===== config.mk =====
export PLATFORM = sky130hd
export DESIGN_NAME = deq_core
export DESIGN_NICKNAME = d
export VERILOG_FILES = /design/src/design/deq_pkg.sv /design/src/design/deq_core.sv
export SDC_FILE = /design/constraint.sdc
export NUM_CORES = 1
export LEC_CHECK = 0
export ABC_AREA = 1
export BUFFER_PORTS_ARGS = -buffer_cell sky130_fd_sc_hd__buf_2
export CAP_MARGIN = 20
export CORE_MARGIN = 4
export CORE_UTILIZATION = 45
export CTS_CLUSTER_DIAMETER = 200
export DETAILED_ROUTE_END_ITERATION = 7
export PLACE_DENSITY = 0.77
export RECOVER_POWER = 100
export SETUP_SLACK_MARGIN = 0.15
export SYNTH_ARGS = -nofsm -noshare
export SYNTH_HDL_FRONTEND = slang
export SYNTH_SLANG_ARGS = --single-unit

===== constraint.sdc =====
create_clock -name clk -period 9.13 [get_ports clk]
set_clock_uncertainty 0.2 [all_clocks]
set_input_delay 0.913 -clock clk [delete_from_list [all_inputs] [get_ports clk]]
set_output_delay 0.913 -clock clk [all_outputs]
set_load 0.1 [all_outputs]

===== src/design/deq_pkg.sv =====
// Package for the circular deque: storage sizes, request codes and the
// packed transaction types. Depends on nothing.

package deq_pkg;

  localparam int unsigned DEPTH  = 1024;
  localparam int unsigned IDX_W  = (DEPTH > 1) ? $clog2(DEPTH) : 1;
  localparam int unsigned CAP_W  = 11;
  localparam int unsigned DATA_W = 32;

  localparam logic [2:0] REQ_PUSH_FRONT = 3'd0;
  localparam logic [2:0] REQ_PUSH_BACK  = 3'd1;
  localparam logic [2:0] REQ_POP_FRONT  = 3'd2;
  localparam logic [2:0] REQ_POP_BACK   = 3'd3;
  localparam logic [2:0] REQ_QUERY      = 3'd4;

  typedef logic [IDX_W-1:0] idx_t;

  typedef struct packed {
    logic [2:0]               req_type;
    logic signed [DATA_W-1:0] value;
  } in_item_t;

  typedef struct packed {
    logic                     ok;
    logic signed [DATA_W-1:0] front_value;
    logic signed [DATA_W-1:0] rear_value;
    logic                     is_empty;
    logic                     is_full;
  } out_item_t;

  typedef struct packed {
    logic              we;
    idx_t              waddr;
    logic [DATA_W-1:0] wdata;
    idx_t              raddr_f;
    idx_t              raddr_r;
  } mem_cmd_t;

  typedef struct packed {
    logic ok;
    logic is_empty;
    logic is_full;
  } deq_stat_t;

endpackage


===== src/design/deq_core.sv =====
// Index and flag update for the deque: front, rear, empty and capacity.
// Depends on deq_pkg; drives the RAM command and the result status.

module deq_core (
  input  logic                      clk,
  input  logic                      rst_n,
  input  logic                      accept,
  input  deq_pkg::in_item_t         item,
  input  logic                      cfg_we,
  input  logic [deq_pkg::CAP_W-1:0] cfg_wdata,
  output deq_pkg::mem_cmd_t         cmd,
  output deq_pkg::deq_stat_t        stat
);
  import deq_pkg::*;

  idx_t front_r, front_nxt;
  idx_t rear_r, rear_nxt;
  logic empty_r, empty_nxt;
  idx_t cap_m1_r, cap_m1_nxt;

  idx_t f0, r0, f_inc, f_dec, r_inc, r_dec, r_n_inc;
  logic full0;
  logic [31:0] cfg_ext;

  always_comb begin
    cfg_ext = {{(32-CAP_W){1'b0}}, cfg_wdata};
    if (cfg_ext > 32'(DEPTH)) begin
      cap_m1_nxt = IDX_W'(DEPTH - 1);
    end else if (cfg_ext == 32'd0) begin
      cap_m1_nxt = '0;
    end else begin
      cap_m1_nxt = IDX_W'(cfg_ext - 32'd1);
    end
  end

  always_comb begin
    f0    = (front_r > cap_m1_r) ? '0 : front_r;
    r0    = (rear_r > cap_m1_r) ? '0 : rear_r;
    f_inc = (f0 == cap_m1_r) ? '0 : f0 + 1'b1;
    f_dec = (f0 == '0) ? cap_m1_r : f0 - 1'b1;
    r_inc = (r0 == cap_m1_r) ? '0 : r0 + 1'b1;
    r_dec = (r0 == '0) ? cap_m1_r : r0 - 1'b1;
    full0 = !empty_r && (r_inc == f0);

    front_nxt  = f0;
    rear_nxt   = r0;
    empty_nxt  = empty_r;
    stat.ok    = 1'b1;
    cmd.we     = 1'b0;
    cmd.waddr  = '0;
    cmd.wdata  = item.value;

    case (item.req_type)
      REQ_PUSH_FRONT, REQ_PUSH_BACK: begin
        if (full0) begin
          stat.ok = 1'b0;
        end else if (empty_r) begin
          front_nxt = '0;
          rear_nxt  = '0;
          empty_nxt = 1'b0;
          cmd.we    = 1'b1;
          cmd.waddr = '0;
        end else if (item.req_type == REQ_PUSH_FRONT) begin
          front_nxt = f_dec;
          cmd.we    = 1'b1;
          cmd.waddr = f_dec;
        end else begin
          rear_nxt  = r_inc;
          cmd.we    = 1'b1;
          cmd.waddr = r_inc;
        end
      end
      REQ_POP_FRONT, REQ_POP_BACK: begin
        if (empty_r) begin
          stat.ok = 1'b0;
        end else if (f0 == r0) begin
          front_nxt = '0;
          rear_nxt  = '0;
          empty_nxt = 1'b1;
        end else if (item.req_type == REQ_POP_FRONT) begin
          front_nxt = f_inc;
        end else begin
          rear_nxt = r_dec;
        end
      end
      default: begin
      end
    endcase

    cmd.we        = cmd.we & accept;
    cmd.raddr_f   = front_nxt;
    cmd.raddr_r   = rear_nxt;
    r_n_inc       = (rear_nxt == cap_m1_r) ? '0 : rear_nxt + 1'b1;
    stat.is_empty = empty_nxt;
    stat.is_full  = !empty_nxt && (r_n_inc == front_nxt);
  end

  always_ff @(posedge clk) begin
    if (!rst_n) begin
      front_r  <= '0;
      rear_r   <= '0;
      empty_r  <= 1'b1;
      cap_m1_r <= IDX_W'(DEPTH - 1);
    end else if (cfg_we) begin
      front_r  <= '0;
      rear_r   <= '0;
      empty_r  <= 1'b1;
      cap_m1_r <= cap_m1_nxt;
    end else if (accept) begin
      front_r <= front_nxt;
      rear_r  <= rear_nxt;
      empty_r <= empty_nxt;
    end
  end

endmodule


Word-level counts from Yosys, hierarchy flattened
Index checks and enable logic that the tools add are counted.

storage, ports and cells
  flip-flop bits (word level) = 31
  word-level logic and storage cells = 69
  output and inout port bits = 66

operators by class
  equality and inequality tests = 9
  order comparisons = 3
  reductions and logical operators = 11
  $add $sub $neg = 6
  bitwise logic cells = 2
  mux-type cells = 34

operators with widths
  cell                                                                   number
  10-bit 2-to-1 mux                                                      23
  10-bit == test                                                         6
  10-bit case mux with 2 select lines                                    2
  10-bit by 1-bit adder with 10-bit output (second input constant)       3
  10-bit by 1-bit subtractor with 10-bit output (second input constant)  3
  11-bit 2-to-1 mux                                                      2
  10-bit > comparator                                                    2
  10-bit zero test                                                       2
  11-bit > comparator (second input constant)                            1
  11-bit zero test                                                       1
  3-bit by 2-bit == test with 1-bit output (second input constant)       2
  2-bit OR reduction                                                     3
  1-bit 2-to-1 mux                                                       5
  1-bit case mux with 2 select lines                                     2
  3-bit by 1-bit == test with 1-bit output (second input constant)       1
  3-bit zero test                                                        1
  1-bit logical AND                                                      2
  1-bit zero test                                                        2
  1-bit AND                                                              1
  1-bit NOT                                                              1

Longest topological paths before layout
Gate-level depths: netlist (run 1).

  depth after elaboration = 12
  gate-level depth with buffers = 42
  mapped depth without buffers = 42

Worst setup path after synthesis (run 1)
Ideal clock, no wire load.

  kind = register to output
  start point = register cap_m1_r[8]
  end point = output port cmd[57] in the netlist's numbering
  arrival time = 7.491 ns
  cell stages (with the launch flop) = 18
  path buffers = 1
  required time = 8.017 ns
  slack = 0.526 ns
  cell sequence = dfxtp_1 -> inv_1 -> ha_1 -> nand2_1 -> nor2_1 -> nand4_1 -> o211ai_1 -> nand2_2 -> nand2_1 -> inv_1 -> nor2_1 -> nand4_1 -> nor2_1 -> nand3_1 -> clkbuf_1 -> o21ai_0 -> a31oi_1 -> a2111oi_0

RTL lines
  element                 line             text
  start, declared         deq_core.sv:19   idx_t cap_m1_r, cap_m1_nxt;
  start signal, assigned  deq_core.sv:103  cap_m1_r <= IDX_W'(DEPTH - 1);
  start signal, assigned  deq_core.sv:108  cap_m1_r <= cap_m1_nxt;
  end, declared           deq_core.sv:11   output deq_pkg::mem_cmd_t cmd,

==> qor.yml, run 1 <==
cts:
  cts_resized: 0
  ctsLongestPathBuffers: 2
  cts_hold_buf: 0
  clkLatencyLatePin_ps: 280
  cts_setup_buffers: 0
  clkTransAtPathRegs_ps: 50
  cts_root_buffer: "clkbuf_16"
  cts_buffers: 5
  htree_levels: 2
  numClockSinks: 31
  cts_tree: "yes"
synthesis:
  yosys_warnings: 0
  syn_nets: 1062
  ys_seq_area_share_pct: 11.14
  ys.flop_type: "dfxtp_1"
  synth_top_family_by_area: "simple AND/OR/NAND/NOR gates"
  synth_mux_area_share_pct: 0
  ys_async_sr_fraction_pct: 0
  synth_xor_area_share_pct: 4.851
  synth_compound_gate_area_share_pct: 18.48
  syn_area_um2: 5572
  synthTopCellsByArea: "nand2_1 (18%), dfxtp_1 (11%), inv_1 (9.0%)"
  synth_cell_types: 50
  ys_ff_latch: 31
  synth.avg_cell_area_um2: 5.651
  synth_top_cell_by_area: "nand2_1"
  netlist_instances: 986
  synth_top_area_share_pct: 17.79
  synth-adder-area-share_pct: 5.839
  synth_edf_count: 0
  synth-simple-area-share_pct: 43.16
critical_path:
  path_class: "reg2out"
  critPathLaunchType: "flop"
  crit_end: "stat[0]"
  worst-path-max-fanout: 18
  cpMostUsedCell: "nand2_1"
  r2r_slack_ps: 3170
  cp-end-kind: "output pin"
  cp_data_arrival_time_ps: 6650
  slowest_delay_ps: 640
  crit_path_start: "cap_m1_r[2]"
  worstRegToRegCells: 28
  r2r_start: "cap_m1_r[2]"
  cp.required_ps: 8020
  r2r-end: "front_r[1]"
  cp_slowest_cell: "nand2_1"
status:
  status: "finished, final reports clean"
detailed_routing:
  wl_um: 21710
  first_pass_iters: 5
  wl_per_cell_um: 18.73
  drt-initial-drc-count: 945
  drc: 0
  antenna_left: 0
  via_count: 6799
  viasPerCell: 5.866
global_route:
  grt_pass1_wl_um: 33550
  grt_max_degree: 36
  grt_pass1_vias: 6101
  antenna_found_initial: 0
  grt_overflow: 0
  grt_usage_pct: 29.68
cells_and_area:
  syn_to_final_growth_pct: 3.324
  diodes: 0
  fin_cells: 1159
  drive_above_1_share_pct: 7.871
  nets: 1066
  fin_area_um2: 5757
  utilization_pct: 47.73
floorplan:
  die_y_um: 119.3
  start_util_pct: 46.19
  chipWidth_um: 119.3
  io_pins: 116
  rows: 40
  core_um2: 12060
  dieArea_um2: 14230
timing:
  tightest_slew_ps: 1194
  finalCritPeriodShare_pct: 85.05
  setup_tns_ps: 0
  rsz0062_at_grt: "no"
  finalHoldViolCount: 0
  timing.final.ws_setup_ps: 1365
  whs_ps: 369.7
  maxSlewHeadroom_pct: 20.74
  finalSetupViolCount: 0
  fin_crit_ps: 7765
  max_freq_ghz: 0.1288
  final_max_slew_viol_count: 0
pwr:
  p_total_uw: 579.3
  power.density_nw_per_um2: 100.6
  leakage_nw: 3.038
  peakVddDrop_v: 0.00007065
placed_design:
  routabilityCongestion: 1.065
  portBuffers: 51
  place_area_um2: 5679
  post-dp-hpwl_um: 16830
  dp_worst_setup_slack_ps: 2481
  placed_cells: 1151
job:
  cap_viol_max_count: 0
worst_hold_path:
  hold_class: "reg2reg"
-- critical path: cells and delay by family (launching register included) --
family,cells,cell delay (ps)
AND/OR/NAND/NOR,28,3870
buffers and inverters,6,1290
flip-flops,1,610
adder cells (fa/ha/maj),2,580
-- cell usage in the layout, fill, tap and decap left out, drive strengths merged, types with 2 or more instances in the layout --
cell type	instances
a32oi	2
clkinv	4
nand3	85
buf	19
nand4	17
clkbuf	39
dfxtp	31
inv	143
a21oi	47
xnor2	3
nand2	288
o22ai	14
ha	26
nor4	4
a31oi	3
a211o	2
nor3b	7
nand3b	4
o221ai	4
nor2	101
o31ai	3
clkinvlp	2
nor3	13
o211ai	23
xor2	27
o21ai	69
-- final cells by class --
class / count / area (um^2)
clock buffer: 5 / 125.1
tap: 168 / 210.2
inverter: 146 / 548.0
multi-input combinational: 753 / 4005
sequential: 31 / 620.6
clock inverter: 3 / 20.02
timing repair buffer: 53 / 227.7
fill: 1343 / 6305
-- synth_stat cells (all sizes together) (4+ instances only) --
| master | number |
|---|---|
| nand4 | 17 |
| buf | 37 |
| nor3b | 7 |
| nand3b | 4 |
| nor3 | 13 |
| nand2 | 288 |
| clkbuf | 19 |
| o211ai | 23 |
| a21oi | 47 |
| ha | 26 |
| o21ai | 69 |
| nand3 | 85 |
| nor4 | 4 |
| nor2 | 101 |
| xor2 | 27 |
| inv | 143 |
| o22ai | 14 |
| o221ai | 4 |
| dfxtp | 31 |
-- sequential cells by signal, indices dropped and copies added, names as in the netlist --
signal and flops:
front_r 10, empty_r 1, cap_m1_r 10, rear_r 10
-- per-layer routing --
layer | vias to the layer above | track usage, % | wire, um
li1 | 3212 | - | -
met1 | 3022 | 37.99 | 8436
met2 | 467 | 45.78 | 9340
met3 | 98 | 6.933 | 2771
met4 | 0 | 16.36 | 1162
met5 | - | 0 | 0
-- power breakdown --
| part | switching (mW) | internal, mW | total, mW | leakage [nW] |
|---|---|---|---|---|
| Clock | 0.0647 | 0.100 | 0.165 | 0.0658 |
| Sequential | 0.0115 | 0.141 | 0.153 | 0.254 |
| Combinational | 0.198 | 0.0632 | 0.262 | 2.72 |
| Total | 0.275 | 0.305 | 0.579 | 3.04 |
-- worst min path at each step --
| stage | start | endpoint | slack [ps] | cells past startpoint |
|---|---|---|---|---|
| final | front_r[9] | front_r[9] | 370 | 2 |
| after global routing | front_r[9] | front_r[9] | 400 | 2 |
| after CTS | front_r[9] | front_r[9] | 370 | 2 |
| after detailed placement | front_r[9] | front_r[9] | 350 | 2 |
| after global placement | front_r[9] | front_r[9] | 340 | 2 |
| after floorplan | front_r[9] | front_r[9] | 280 | 2 |
-- kinds of logic (layout without fill, tap and decap cells) --
family,count (synthesis),in the layout
xor+xnor,30,30
buf+inv,202,207
compound gates,176,176
simple gates,521,521
fa+ha+maj,26,26
flops,31,31
Note: power is estimated with default switching activity, not from simulation.
==> run 2: changes to the inputs <==
--- a/config.mk
+++ b/config.mk
@@ -9,10 +9,10 @@
 export BUFFER_PORTS_ARGS = -buffer_cell sky130_fd_sc_hd__buf_2
 export CAP_MARGIN = 20
 export CORE_MARGIN = 4
-export CORE_UTILIZATION = 45
+export CORE_UTILIZATION = 55
 export CTS_CLUSTER_DIAMETER = 200
 export DETAILED_ROUTE_END_ITERATION = 7
-export PLACE_DENSITY = 0.77
+export PLACE_DENSITY = 0.89
 export RECOVER_POWER = 100
 export SETUP_SLACK_MARGIN = 0.15
 export SYNTH_ARGS = -nofsm -noshare
==> constraint.sdc (replaced) <==
create_clock -name clk -period 9.5 [get_ports clk]
set_clock_uncertainty 0.2 [all_clocks]
set_input_delay 0.95 -clock clk [delete_from_list [all_inputs] [get_ports clk]]
set_output_delay 0.95 -clock clk [all_outputs]
set_load 0.1 [all_outputs]
==> run 2 against run 1 <==
The run now ends with DRC left; global-route usage increased by 5.9 points; highest routed layer unchanged; final cell count down 3.0%; routed wire length decreased by 1.8%; flip-flop and latch count unchanged; via count increased by 1.9%; clock-buffer cell count up 2; critical path depth rose by 1; power is 10% lower; die area is 17% lower; core utilization grew 9.9 points; sequential power down 5%.
==> qor.yml, run 2 (synthesis results as in run 1) <==
global_route:
  grt_pass1_vias: 6336
  antenna_found_initial: 0
  grt_usage_pct: 35.54
  grt_max_degree: 36
  grt_overflow: 0
  grt_pass1_wl_um: 33000
cts:
  htree_levels: 2
  cts_root_buffer: "clkbuf_8"
  cts_tree: "yes"
  cts_buffers: 5
  clkLatencyLatePin_ps: 290
  cts_setup_buffers: 0
  cts_hold_buf: 0
  numClockSinks: 31
  clkTransAtPathRegs_ps: 70
  ctsLongestPathBuffers: 2
  cts_resized: 0
critical_path:
  cpMostUsedCell: "nand2_1"
  worst-path-max-fanout: 18
  crit_buf_inv: 5
  slowest_delay_ps: 620
  cp-end-kind: "output pin"
  cp.required_ps: 8350
  cp_data_arrival_time_ps: 6870
  critPathLaunchType: "flop"
  crit_family: "simple AND/OR/NAND/NOR gates"
  path_class: "reg2out"
  cp_slowest_cell: "nand2_1"
floorplan:
  core_um2: 9819
  io_pins: 116
  rows: 36
  chipWidth_um: 108.7
  dieArea_um2: 11800
  start_util_pct: 56.74
  die_y_um: 108.7
cells_and_area:
  fin_cells: 1124
  nets: 1066
  final_common_cell: "nand2_1"
  syn_to_final_growth_pct: 1.617
  utilization_pct: 57.66
  final_cell_mix: "nand2_1 (268), inv_1 (135), nor2_1 (90)"
  drive_above_1_share_pct: 7.871
  reg_top3: "cap_m1_r (10), front_r (10), rear_r (10)"
  diodes: 0
status:
  status: "finished with violations"
  violations: "DRC"
detailed_routing:
  drc: 1
  via_count: 6927
  antenna_left: 0
  wl_um: 21330
  drt-initial-drc-count: 921
  wl_per_cell_um: 18.97
  viasPerCell: 6.163
  first_pass_iters: 8
placed_design:
  routabilityCongestion: 1.101
  placed_cells: 1116
  portBuffers: 51
  post-dp-hpwl_um: 16290
pwr:
  peakVddDrop_v: 0.00008266
  leakage_nw: 3.020
  power.density_nw_per_um2: 91.85
timing:
  tightest_slew_ps: 1208
  fin_crit_ps: 8018
  maxSlewHeadroom_pct: 19.81
  finalSetupViolCount: 0
  finalCritPeriodShare_pct: 84.40
  setup_tns_ps: 0
  final_max_slew_viol_count: 0
  rsz0062_at_grt: "no"
  finalHoldViolCount: 0
  max_freq_ghz: 0.1247
worst_hold_path:
  hold_class: "reg2reg"
job:
  cap_viol_max_count: 0
## run 2: cell types whose count changed in the layout (fill, tap and decap cells not counted), sizes merged
cell,before,now
clkinv,4,3
clkinvlp,2,1
clkbuf,39,41
## run 2: tightest hold or removal path: stages (launching register included)
cell and delay [ps]:
dfxtp_1 390, o211ai_1 100, inv_1 50
## run 2: final cells by class
type	instances	area (um^2)
fill	1049	4158
multi-input combinational	753	3995
sequential	31	620.6
inverter	146	548.0
timing repair buffer	53	227.7
tap	133	166.4
clock buffer	7	96.34
clock inverter	1	7.507
## run 2: power breakdown
group	total [mW]	switching [mW]	internal [mW]
Clock	0.120	0.0536	0.0659
Combinational	0.255	0.194	0.0608
Sequential	0.146	0.0102	0.135
Total	0.520	0.258	0.262
## run 2: per-layer routing
layer / wire length [um] / track usage, %
met3: 2990 / 9.118
met2: 8866 / 53.66
met5: 0 / 0
met4: 1453 / 19.84
met1: 8013 / 46.02
## run 2: path summary, 6_finish.rpt
path	from	slack, ps	to	depth (start not counted)
worst min-delay path	front_r[9]	360	front_r[9]	2
worst max-delay path	cap_m1_r[6]	1480	stat[0]	37
worst min register to register	front_r[9]	360	front_r[9]	2
worst max register to register	cap_m1_r[6]	3470	front_r[1]	29
## run 2: stage by stage
step	power [mW]	area (um^2)	setup slack (ps)	hold WS, ps
finish	0.5200	5662	1482	360.2
global route	0.5432	5662	924.7	415.5
CTS	0.5125	5739	2475	356.6
global placement	0.3941	5635	2749	337.6
detailed placement	0.3946	5635	2829	337.5
floorplan	0.3980	5572	859.2	277.1
